===== src/hdl/u16u8_pkg.sv =====
// Shared types and constants for the UTF-16 to UTF-8 encoder.
// Used by the front, queue, back and top-level modules; no dependencies.
`default_nettype none
package u16u8_pkg;

  localparam int UNIT_W      = 16;
  localparam int SCALAR_W    = 21;
  localparam int SURR_W      = 10;
  localparam int QUEUE_DEPTH = 2;
  localparam int QPTR_W      = (QUEUE_DEPTH > 1) ? $clog2(QUEUE_DEPTH) : 1;
  localparam int QCNT_W      = $clog2(QUEUE_DEPTH + 1);
  localparam int OUT_DATA_W  = 40;

  localparam logic [UNIT_W-1:0]   BOM_SWAPPED   = 16'hFFFE;
  localparam logic [UNIT_W-1:0]   BOM_NATIVE    = 16'hFEFF;
  localparam logic [UNIT_W-1:0]   SURR_LO       = 16'hD800;
  localparam logic [UNIT_W-1:0]   SURR_HI       = 16'hDFFF;
  localparam logic [UNIT_W-1:0]   ONE_BYTE_MAX  = 16'h007F;
  localparam logic [UNIT_W-1:0]   TWO_BYTE_MAX  = 16'h07FF;
  localparam logic [SCALAR_W-1:0] SUPP_OFFSET   = 21'h10000;

  localparam logic [4:0] LEAD4_TAG = 5'b11110;
  localparam logic [3:0] LEAD3_TAG = 4'b1110;
  localparam logic [2:0] LEAD2_TAG = 3'b110;
  localparam logic [1:0] CONT_TAG  = 2'b10;

  // Encoding kind; its value is the number of bytes produced.
  typedef enum logic [2:0] {
    KIND_NONE  = 3'd0,
    KIND_ONE   = 3'd1,
    KIND_TWO   = 3'd2,
    KIND_THREE = 3'd3,
    KIND_FOUR  = 3'd4
  } kind_t;

  typedef struct packed {
    kind_t               kind;
    logic [SCALAR_W-1:0] value;
  } cmd_t;

endpackage
`default_nettype wire


===== src/hdl/u16u8_front.sv =====
// Front end: accepts code units, tracks byte order and held surrogate,
// classifies each unit into an encoding command. Depends on u16u8_pkg.
`default_nettype none
module u16u8_front import u16u8_pkg::*; (
  input  wire logic              clk,
  input  wire logic              rst_n,
  input  wire logic              in_tvalid,
  output logic                   in_tready,
  input  wire logic [UNIT_W-1:0] in_tdata,   // [15:0] code_unit
  input  wire logic              in_tuser,   // [0] first_unit
  output logic                   push_valid,
  output cmd_t                   push_cmd,
  input  wire logic              push_ready
);

  logic              swap_r, swap_nxt;
  logic [SURR_W-1:0] pend_high_r, pend_high_nxt;
  logic              pend_valid_r, pend_valid_nxt;

  logic              accept;
  logic              swap_eff;
  logic              pend_eff;
  logic              is_mark;
  logic [UNIT_W-1:0] unit;

  assign in_tready  = push_ready;
  assign accept     = in_tvalid && in_tready;
  assign push_valid = in_tvalid;

  always_comb begin
    swap_eff = in_tuser ? (in_tdata == BOM_SWAPPED) : swap_r;
    pend_eff = in_tuser ? 1'b0 : pend_valid_r;
    is_mark  = in_tuser && ((in_tdata == BOM_SWAPPED) || (in_tdata == BOM_NATIVE));
    unit     = swap_eff ? {in_tdata[7:0], in_tdata[15:8]} : in_tdata;
  end

  always_comb begin
    push_cmd.kind  = KIND_NONE;
    push_cmd.value = {{(SCALAR_W-UNIT_W){1'b0}}, unit};
    pend_high_nxt  = in_tuser ? '0 : pend_high_r;
    pend_valid_nxt = pend_eff;
    if (is_mark) begin
      push_cmd.kind = KIND_NONE;
    end else if (pend_eff) begin
      push_cmd.kind  = KIND_FOUR;
      push_cmd.value = {1'b0, pend_high_r, unit[SURR_W-1:0]} + SUPP_OFFSET;
      pend_high_nxt  = '0;
      pend_valid_nxt = 1'b0;
    end else if (unit <= ONE_BYTE_MAX) begin
      push_cmd.kind = KIND_ONE;
    end else if (unit <= TWO_BYTE_MAX) begin
      push_cmd.kind = KIND_TWO;
    end else if (unit >= SURR_LO && unit <= SURR_HI) begin
      // either half of a pair is held and combined with the next unit
      push_cmd.kind  = KIND_NONE;
      pend_high_nxt  = unit[SURR_W-1:0];
      pend_valid_nxt = 1'b1;
    end else begin
      push_cmd.kind = KIND_THREE;
    end
    swap_nxt = swap_eff;
  end

  always_ff @(posedge clk) begin
    if (!rst_n) begin
      swap_r       <= 1'b0;
      pend_high_r  <= '0;
      pend_valid_r <= 1'b0;
    end else if (accept) begin
      swap_r       <= swap_nxt;
      pend_high_r  <= pend_high_nxt;
      pend_valid_r <= pend_valid_nxt;
    end
  end

endmodule
`default_nettype wire


===== src/hdl/u16u8_queue.sv =====
// Short command queue between the front and back ends.
// Flip-flop storage, depth from u16u8_pkg::QUEUE_DEPTH.
`default_nettype none
module u16u8_queue import u16u8_pkg::*; (
  input  wire logic clk,
  input  wire logic rst_n,
  input  wire logic push_valid,
  input  wire cmd_t push_cmd,
  output logic      push_ready,
  output logic      pop_valid,
  output cmd_t      pop_cmd,
  input  wire logic pop_ready
);

  cmd_t              slot_r [QUEUE_DEPTH];
  logic [QPTR_W-1:0] wr_ptr_r, wr_ptr_nxt;
  logic [QPTR_W-1:0] rd_ptr_r, rd_ptr_nxt;
  logic [QCNT_W-1:0] count_r, count_nxt;
  logic              push, pop;

  assign push_ready = (count_r != QCNT_W'(QUEUE_DEPTH));
  assign pop_valid  = (count_r != '0);
  assign pop_cmd    = slot_r[rd_ptr_r];
  assign push       = push_valid && push_ready;
  assign pop        = pop_valid && pop_ready;

  always_comb begin
    wr_ptr_nxt = wr_ptr_r;
    rd_ptr_nxt = rd_ptr_r;
    if (push) begin
      wr_ptr_nxt = (wr_ptr_r == QPTR_W'(QUEUE_DEPTH - 1)) ? '0 : wr_ptr_r + 1'b1;
    end
    if (pop) begin
      rd_ptr_nxt = (rd_ptr_r == QPTR_W'(QUEUE_DEPTH - 1)) ? '0 : rd_ptr_r + 1'b1;
    end
    unique case ({push, pop})
      2'b10:   count_nxt = count_r + 1'b1;
      2'b01:   count_nxt = count_r - 1'b1;
      default: count_nxt = count_r;
    endcase
  end

  always_ff @(posedge clk) begin
    if (!rst_n) begin
      wr_ptr_r <= '0;
      rd_ptr_r <= '0;
      count_r  <= '0;
    end else begin
      wr_ptr_r <= wr_ptr_nxt;
      rd_ptr_r <= rd_ptr_nxt;
      count_r  <= count_nxt;
    end
  end

  always_ff @(posedge clk) begin
    if (push) begin
      slot_r[wr_ptr_r] <= push_cmd;
    end
  end

  a_count_bound: assert property (@(posedge clk) disable iff (!rst_n)
    count_r <= QCNT_W'(QUEUE_DEPTH))
    else $error("queue occupancy above depth");

  a_count_up: assert property (@(posedge clk) disable iff (!rst_n)
    (push && !pop) |=> (count_r == $past(count_r) + 1'b1))
    else $error("queue count missed a push");

  a_ptr_gap: assert property (@(posedge clk) disable iff (!rst_n)
    (count_r == '0) |-> (wr_ptr_r == rd_ptr_r))
    else $error("empty queue with misaligned pointers");

endmodule
`default_nettype wire


===== src/hdl/u16u8_back.sv =====
// Back end: turns encoding commands into packed UTF-8 bytes and a count,
// holding them in the output register. Depends on u16u8_pkg.
`default_nettype none
module u16u8_back import u16u8_pkg::*; (
  input  wire logic                  clk,
  input  wire logic                  rst_n,
  input  wire logic                  pop_valid,
  input  wire cmd_t                  pop_cmd,
  output logic                       pop_ready,
  output logic                       out_tvalid,
  input  wire logic                  out_tready,
  output logic [OUT_DATA_W-1:0]      out_tdata  // [7:0] byte0, [15:8] byte1,
                                                // [23:16] byte2, [31:24] byte3,
                                                // [34:32] byte_count
);

  logic                  valid_r;
  logic [OUT_DATA_W-1:0] data_r, data_nxt;
  logic [7:0]            b0, b1, b2, b3;
  logic [SCALAR_W-1:0]   v;

  assign v          = pop_cmd.value;
  assign pop_ready  = !valid_r || out_tready;
  assign out_tvalid = valid_r;
  assign out_tdata  = data_r;

  always_comb begin
    b0 = '0;
    b1 = '0;
    b2 = '0;
    b3 = '0;
    unique case (pop_cmd.kind)
      KIND_ONE: begin
        b0 = {1'b0, v[6:0]};
      end
      KIND_TWO: begin
        b0 = {LEAD2_TAG, v[10:6]};
        b1 = {CONT_TAG, v[5:0]};
      end
      KIND_THREE: begin
        b0 = {LEAD3_TAG, v[15:12]};
        b1 = {CONT_TAG, v[11:6]};
        b2 = {CONT_TAG, v[5:0]};
      end
      KIND_FOUR: begin
        b0 = {LEAD4_TAG, v[20:18]};
        b1 = {CONT_TAG, v[17:12]};
        b2 = {CONT_TAG, v[11:6]};
        b3 = {CONT_TAG, v[5:0]};
      end
      default: begin
      end
    endcase
    data_nxt = {{(OUT_DATA_W-35){1'b0}}, 3'(pop_cmd.kind), b3, b2, b1, b0};
  end

  always_ff @(posedge clk) begin
    if (!rst_n) begin
      valid_r <= 1'b0;
    end else if (pop_ready) begin
      valid_r <= pop_valid;
    end
  end

  always_ff @(posedge clk) begin
    if (pop_ready && pop_valid) begin
      data_r <= data_nxt;
    end
  end

  a_four_lead: assert property (@(posedge clk) disable iff (!rst_n)
    (valid_r && data_r[34:32] == 3'd4) |-> (data_r[7:3] == LEAD4_TAG))
    else $error("four-byte item without a four-byte lead");

  a_empty_zero: assert property (@(posedge clk) disable iff (!rst_n)
    (valid_r && data_r[34:32] == 3'd0) |-> (data_r[31:0] == '0))
    else $error("empty item carries nonzero bytes");

endmodule
`default_nettype wire


===== src/hdl/utf16_to_utf8_encoder.sv =====
// UTF-16 to UTF-8 encoder: one 16-bit code unit in, one packed result out.
// Accepted units go through a 2-entry command queue that decouples front and back, then
// the output register. Throughput: one code unit per cycle unless the queue is full.
// Reset (synchronous, rst_n low): native byte order, no surrogate held, queue and
// output register empty.
`default_nettype none
module utf16_to_utf8_encoder import u16u8_pkg::*; (
  input  wire logic                  clk,
  input  wire logic                  rst_n,
  input  wire logic                  in_tvalid,
  output logic                       in_tready,
  input  wire logic [UNIT_W-1:0]     in_tdata,   // [15:0] code_unit
  input  wire logic                  in_tuser,   // [0] first_unit
  output logic                       out_tvalid,
  input  wire logic                  out_tready,
  output logic [OUT_DATA_W-1:0]      out_tdata   // [7:0] byte0, [15:8] byte1,
                                                 // [23:16] byte2, [31:24] byte3,
                                                 // [34:32] byte_count
);

  logic push_valid, push_ready;
  cmd_t push_cmd;
  logic pop_valid, pop_ready;
  cmd_t pop_cmd;

  u16u8_front u_front (
    .clk        (clk),
    .rst_n      (rst_n),
    .in_tvalid  (in_tvalid),
    .in_tready  (in_tready),
    .in_tdata   (in_tdata),
    .in_tuser   (in_tuser),
    .push_valid (push_valid),
    .push_cmd   (push_cmd),
    .push_ready (push_ready)
  );

  u16u8_queue u_queue (
    .clk        (clk),
    .rst_n      (rst_n),
    .push_valid (push_valid),
    .push_cmd   (push_cmd),
    .push_ready (push_ready),
    .pop_valid  (pop_valid),
    .pop_cmd    (pop_cmd),
    .pop_ready  (pop_ready)
  );

  u16u8_back u_back (
    .clk        (clk),
    .rst_n      (rst_n),
    .pop_valid  (pop_valid),
    .pop_cmd    (pop_cmd),
    .pop_ready  (pop_ready),
    .out_tvalid (out_tvalid),
    .out_tready (out_tready),
    .out_tdata  (out_tdata)
  );

endmodule
`default_nettype wire

===== config.mk =====
export PLATFORM = sky130hd
export DESIGN_NAME = utf16_to_utf8_encoder
export DESIGN_NICKNAME = d
export VERILOG_FILES = /design/src/hdl/u16u8_pkg.sv /design/src/hdl/u16u8_front.sv /design/src/hdl/u16u8_queue.sv /design/src/hdl/u16u8_back.sv /design/src/hdl/utf16_to_utf8_encoder.sv
export SDC_FILE = /design/constraint.sdc
export NUM_CORES = 1
export LEC_CHECK = 0
export ABC_AREA = 1
export BUFFER_PORTS_ARGS = -buffer_cell sky130_fd_sc_hd__buf_2
export CORE_MARGIN = 4
export CORE_UTILIZATION = 45
export DETAILED_ROUTE_END_ITERATION = 6
export PLACE_DENSITY = 0.66
export REMOVE_ABC_BUFFERS = 1
export SKIP_CTS_REPAIR_TIMING = 1
export SLEW_MARGIN = 0
export SYNTH_ARGS = -nofsm -noshare
export SYNTH_HDL_FRONTEND = slang
export SYNTH_HIERARCHICAL = 1
export SYNTH_SLANG_ARGS = --single-unit

===== constraint.sdc =====
create_clock -name clk -period 2.7 [get_ports clk]
set_input_delay 0.54 -clock clk [delete_from_list [all_inputs] [get_ports clk]]
set_output_delay 0.54 -clock clk [all_outputs]
set_load 0.005 [all_outputs]

Yosys cells after proc, flatten, opt, wreduce, memory -nomap -nowiden
Memories as Yosys holds them, arrays and structs flattened. A register that Yosys moved wholly into a read port is not among the register bits.
Cells that the tools add are included.
{"block": "word_totals", "elab_cells": 69, "ff_bits": 52, "n_memories": 1, "output_inout_bits": 42, "inputBits": 21, "ram_bits": 48}
{"block": "classes", "n_addsub": 5, "muxes": 32, "n_reduce_logical": 9, "n_eq_ne": 9, "n_lt_le_gt_ge": 4}
{"name": "u_queue.slot_r", "words": 2, "word_bits": 24, "read_ports": 1, "rd_clocked_by_memory_dff": 1, "wr": 1, "line_no": "u16u8_queue.sv:15", "source": "cmd_t slot_r [QUEUE_DEPTH];"}
{"operator": "10-bit 2-to-1 mux", "count": 6}
{"operator": "21-bit 2-to-1 mux", "count": 2}
{"operator": "16-bit equality test (second input constant)", "count": 2}
{"operator": "8-bit case mux with 4 select lines", "count": 1}
{"operator": "8-bit case mux with 3 select lines", "count": 1}
{"operator": "20-bit by 17-bit adder with 21-bit output (second input constant)", "count": 1}
{"operator": "16-bit greater-or-equal comparator (second input constant)", "count": 1}
{"operator": "16-bit by 11-bit less-or-equal comparator with 1-bit output (second input constant)", "count": 1}
{"operator": "16-bit less-or-equal comparator (second input constant)", "count": 1}
{"operator": "16-bit by 7-bit less-or-equal comparator with 1-bit output (second input constant)", "count": 1}
{"operator": "16-bit 2-to-1 mux", "count": 1}
{"operator": "8-bit case mux with 2 select lines", "count": 1}
{"operator": "1-bit 2-to-1 mux", "count": 13}
{"operator": "3-bit 2-to-1 mux", "count": 3}
{"operator": "8-bit 2-to-1 mux", "count": 1}
{"operator": "3-bit by 2-bit equality test with 1-bit output (second input constant)", "count": 2}
{"operator": "1-bit logical AND", "count": 4}
{"operator": "2-bit 2-to-1 mux", "count": 2}
{"operator": "2-bit case mux with 2 select lines", "count": 1}
{"operator": "2-bit nonzero test", "count": 2}
{"operator": "3-bit by 1-bit equality test with 1-bit output (second input constant)", "count": 1}
{"operator": "3-bit equality test (second input constant)", "count": 1}
{"operator": "1-bit adder (second input constant)", "count": 2}
{"operator": "2-bit by 1-bit adder with 2-bit output (second input constant)", "count": 1}
{"operator": "other kinds (6)", "count": 7}

Depth between registers and ports, before layout
{"block": "logic_depth", "depth_word": 10, "mapped_depth": 14, "mapped_depth_nobuf": 14}

Cells and area by module
Netlist, hierarchy kept.
{"module": "u16u8_queue", "cells_each": 111, "seq_area_each_um2": 1541.5, "instances": 1, "area_per_inst_um2": 2080.7}
{"module": "u16u8_back", "cells_each": 154, "seq_area_each_um2": 980.9, "instances": 1, "area_per_inst_um2": 1616.6}
{"module": "u16u8_front", "cells_each": 227, "seq_area_each_um2": 240.2, "instances": 1, "area_per_inst_um2": 1287.5}

Least setup slack after synthesis
No wires, ideal clock.
{"block": "synth_timing", "path_type": "input port to flip-flop", "start": "in out_tready", "end": "reg u_back.data_r[0] (netlist: u_back/out_tdata[0]), enable pin", "slack_ns": 0.115, "stages": 2, "required_ns": 2.268, "n_path_buf": 0, "setup_time_ns": 0.432, "arrival_ns": 2.153, "cell_sequence": "inv_1 a21oi_1"}
{"block": "synth_between", "elab_chain_cells": 2}
{"element": "from (decl)", "line_no": "utf16_to_utf8_encoder.sv:15", "source": "input wire logic out_tready,"}
{"element": "1-bit logical OR", "line_no": "u16u8_back.sv:23", "source": "assign pop_ready = !valid_r || out_tready;"}
{"element": "1-bit logical AND", "line_no": "u16u8_back.sv:66", "source": "if (pop_ready && pop_valid) begin"}
{"element": "to (signal assigned)", "line_no": "u16u8_back.sv:67", "source": "data_r <= data_nxt;"}
{"element": "to (decl)", "line_no": "u16u8_back.sv:18", "source": "logic [OUT_DATA_W-1:0] data_r, data_nxt;"}
Every way passes these cells.
A chain may end at the register's enable or synchronous reset.

Worst setup path after layout
{"block": "layout_timing", "start": "in in_tdata[7]", "end": "reg u_front.pend_high_r[2]"}
{"block": "layout_between", "elab_chain_cells": 10, "word_cells_on_any_way": 16, "cone_classes": "order compare: 4; eq/ne: 2; mux: 7; reduce/logical: 3"}
{"element": "from (decl)", "line_no": "utf16_to_utf8_encoder.sv:12", "source": "input wire logic [UNIT_W-1:0] in_tdata,"}
{"element": "16-bit equality test", "line_no": "u16u8_front.sv:31, u16u8_front.sv:33"}
{"element": "1-bit 2-to-1 mux", "line_no": "u16u8_front.sv:31", "source": "swap_eff = in_tuser ? (in_tdata == BOM_SWAPPED) : swap_r;"}
{"element": "16-bit 2-to-1 mux", "line_no": "u16u8_front.sv:34", "source": "unit = swap_eff ? {in_tdata[7:0], in_tdata[15:8]} : in_tdata;"}
{"element": "16-bit greater-or-equal comparator / 16-bit less-or-equal comparator (equally long branches)", "line_no": "u16u8_front.sv:53", "source": "end else if (unit >= SURR_LO && unit <= SURR_HI) begin"}
{"element": "1-bit logical AND", "line_no": "u16u8_front.sv:53"}
{"element": "10-bit 2-to-1 mux", "line_no": "u16u8_front.sv:53"}
{"element": "10-bit 2-to-1 mux", "line_no": "u16u8_front.sv:51", "source": "end else if (unit <= TWO_BYTE_MAX) begin"}
{"element": "10-bit 2-to-1 mux", "line_no": "u16u8_front.sv:49", "source": "end else if (unit <= ONE_BYTE_MAX) begin"}
{"element": "10-bit 2-to-1 mux", "line_no": "u16u8_front.sv:44", "source": "end else if (pend_eff) begin"}
{"element": "10-bit 2-to-1 mux (*)", "line_no": "u16u8_front.sv:42", "source": "if (is_mark) begin"}
{"element": "to (signal assigned)", "line_no": "u16u8_front.sv:71", "source": "pend_high_r <= pend_high_nxt;"}
{"element": "to (decl)", "line_no": "u16u8_front.sv:17", "source": "logic [SURR_W-1:0] pend_high_r, pend_high_nxt;"}
Every way passes the cells marked *; elsewhere a longest branch is shown, timed or not.

==> flow_metrics.env <==
export IMPL_synth_compound_area_frac=0.0540
export IMPL_root_buffer="clkbuf_8"
export IMPL_drtPass1Iterations=4
export IMPL_vias=3478
export IMPL_grt_overflow=0
export IMPL_ys_seq_area_frac=0.554
export IMPL_drive_above_1_share=0.253
export IMPL_synth_mux_area_frac=0.0713
export IMPL_dpl_cell_area_sq_um=5320
export IMPL_setup_violations=0
export IMPL_grt_pass1_wl_microns=16300
export IMPL_numCtsBuffers=9
export IMPL_fin_skew_ns=0.0110
export IMPL_setup_slack_ns=0.647
export IMPL_hold_class="flop to flop"
export IMPL_core_sq_um=10800
export IMPL_start_kind="input port"
export IMPL_place_gp_congestion=0.908
export IMPL_via_per_inst=5.02
export IMPL_dieHeight_microns=113
export IMPL_yosysWarnings=6
export IMPL_h_tree_depth=3
export IMPL_drtAntennaViolNets=0
export IMPL_synth_simple_area_share=0.219
export IMPL_cts_tree="built"
export IMPL_tightest_slew_ns=0.518
export IMPL_antenna_found_initial=0
export IMPL_max_freq_mhz=487
export IMPL_async_flop_share=0
export IMPL_numClockSinks=98
export IMPL_tns_ns=0
export IMPL_dieArea_sq_um=12800
export IMPL_synthTopCellsByArea="edfxtp_1 48%, nand2_1 7.8%, dfxtp_1 7.2%, mux2_4 6.0%, nand3_1 4.5%"
export IMPL_synth_most_common_cell="nand2_1"
export IMPL_final_nets=571
export IMPL_fin_util=0.511
export IMPL_track_usage=0.161
export IMPL_insertedDiodeCount=0
export IMPL_crit_required_ns=2.95
export IMPL_synth_area_sq_um=4980
export IMPL_ys_ff_latch=98
export IMPL_ys_flop_type="edfxtp_1"
export IMPL_status="completed"
export IMPL_synthCells=492
export IMPL_relSlewSlack=0.651
export IMPL_die_x_microns=113
export IMPL_leakage_nw=2.31
export IMPL_syn_to_final_growth_pct=11.1
export IMPL_p_per_area_nw_per_um2=856
export IMPL_drtIter0Drc=155
export IMPL_hold_viol_final=0
export IMPL_fin_cells=693
export IMPL_synth_edf_count=80
export IMPL_rows=38
export IMPL_synth_xor_area_frac=0
export IMPL_grt_pass1_vias=3404
export IMPL_initial_core_util=0.460
export IMPL_synth_distinct_cells=41
export IMPL_syn_avg_cell_area_sq_um=10.1
export IMPL_clockBufferDepth=2
export IMPL_period_needed_ns=2.05
export IMPL_dpl_hpwl_microns=7500
export IMPL_synth_top_area_frac=0.482
export IMPL_synthAdderAreaFrac=0.00502
export IMPL_slew_violations=0
export IMPL_finalInstanceArea_sq_um=5540
export IMPL_insertion_delay_ns=0.36
export IMPL_wirelength_microns=9790
export IMPL_clk_pin_slew_ns=0.09
export IMPL_rsz0062_at_grt="false"
export IMPL_synth_top_family_by_area="simple AND/OR/NAND/NOR gates"
export IMPL_vdd_ir_drop_max_v=0.000436
export IMPL_cp_max_fo=18
export IMPL_worstSetupPathType="input port to flop"
export IMPL_synth_largest_area_cell="edfxtp_1"
export IMPL_finalCritPeriodShare=0.760
export IMPL_io_pins=63
export IMPL_wl_per_cell_microns=14.1
export IMPL_drc=0
export IMPL_io_buffers=54
export IMPL_place_inst=677
export IMPL_maxCapViolCount=0
export IMPL_fillers=974
export IMPL_arrival_ns=2.30
export IMPL_grt_max_degree=33
export IMPL_critPathCaptureType="flop"
export IMPL_yosys_top_cells_count="103 x nand2_1, 80 x edfxtp_1, 51 x inv_1"
export IMPL_pre_cts_ws_ns=0.245
[critical path, cell delays in order]
cell      delay, ns
buf_2          0.12
nand2_1        0.07
nor2_2         0.16
nand2_1        0.11
o21bai_4       0.40
inv_2          0.12
o21ai_0        0.45
nand3_1        0.14
nand3_1        0.12
a21oi_1        0.06
[power by group]
| part | internal, W | switching (W) |
|---|---|---|
| registers | 0.00212 | 0.000113 |
| logic | 0.000601 | 0.000897 |
| clock network | 0.000524 | 0.000482 |
| total | 0.00325 | 0.00149 |
[path summary, 6_finish.rpt]
kind	slack (ns)	start	cells past startpoint	to
max	0.65	in_tdata[7]	10	u_front/pend_high_r[2]
min	0.47	u_front/pend_valid_r	2	u_front/pend_valid_r
max reg2reg	0.89	u_front/swap_r	8	u_front/pend_high_r[2]
min reg2reg	0.47	u_front/pend_valid_r	2	u_front/pend_valid_r
[cell usage in the layout, fill, tap and decap left out, types with 2 or more instances in the layout]
cell / Yosys / routed
nand4_1: 25 / 25
dfxtp_1: 18 / 18
buf_4: 12 / 12
nand3_1: 45 / 45
inv_1: 51 / 51
a21oi_1: 11 / 10
nor2_2: 5 / 6
nand2_1: 103 / 103
o21ai_1: 6 / 6
inv_2: 9 / 9
bufinv_16: 0 / 2
mux2_2: 4 / 4
mux2_4: 20 / 20
nand2_2: 6 / 6
o21ai_2: 3 / 3
buf_2: 4 / 54
o21ai_0: 16 / 16
ha_1: 2 / 2
o21bai_1: 5 / 5
nor2_1: 36 / 35
clkbuf_8: 0 / 9
edfxtp_1: 80 / 80
clkinv_1: 1 / 2
conb_1: 1 / 8
nor2_4: 2 / 2
[kinds of logic after synthesis]
logic type                 Yosys count
adders and majority gates            2
and+or+nand+nor                    231
other                                1
DFF                                 98
buffers and inverters               90
muxes                               25
AOI/OAI and AO/OA                   45
[stage by stage]
step                total power (W)  hold slack, ns
floorplan                   0.00324           0.445
global placement            0.00374           0.455
detailed placement          0.00379           0.456
CTS                         0.00479           0.471
global route                0.00504           0.493
finish                      0.00474           0.470
[registers in the layout, indices dropped and copies added, names as in the netlist, named ones only]
name,cells
u_front/pend_valid_r,1
u_queue/wr_ptr_r,1
u_front/swap_r,1
u_queue/rd_ptr_r,1
u_back/out_tdata,32
u_queue/slot_r,48
u_queue/count_r,2
u_back/out_tvalid,1
u_front/pend_high_r,10
[area by class of cell]
type,instances,area (sq um),area share
clock buffers,10,128,0.0231
clock inverters,6,88.8,0.0160
inverters,62,235,0.0425
multi-input cells,311,1790,0.323
flip-flops and latches,98,2760,0.499
well taps,140,175,0.0316
repair buffers,66,360,0.0651
[routing by layer]
metal,vias to the layer above,share of wire,global-route usage
li1,1752,-,-
met1,1601,0.42,0.193
met2,116,0.49,0.276
met3,9,0.071,0.0471
met4,0,0.014,0.0537
met5,-,0,0
No activity file was read; power rests on OpenSTA's default activity.
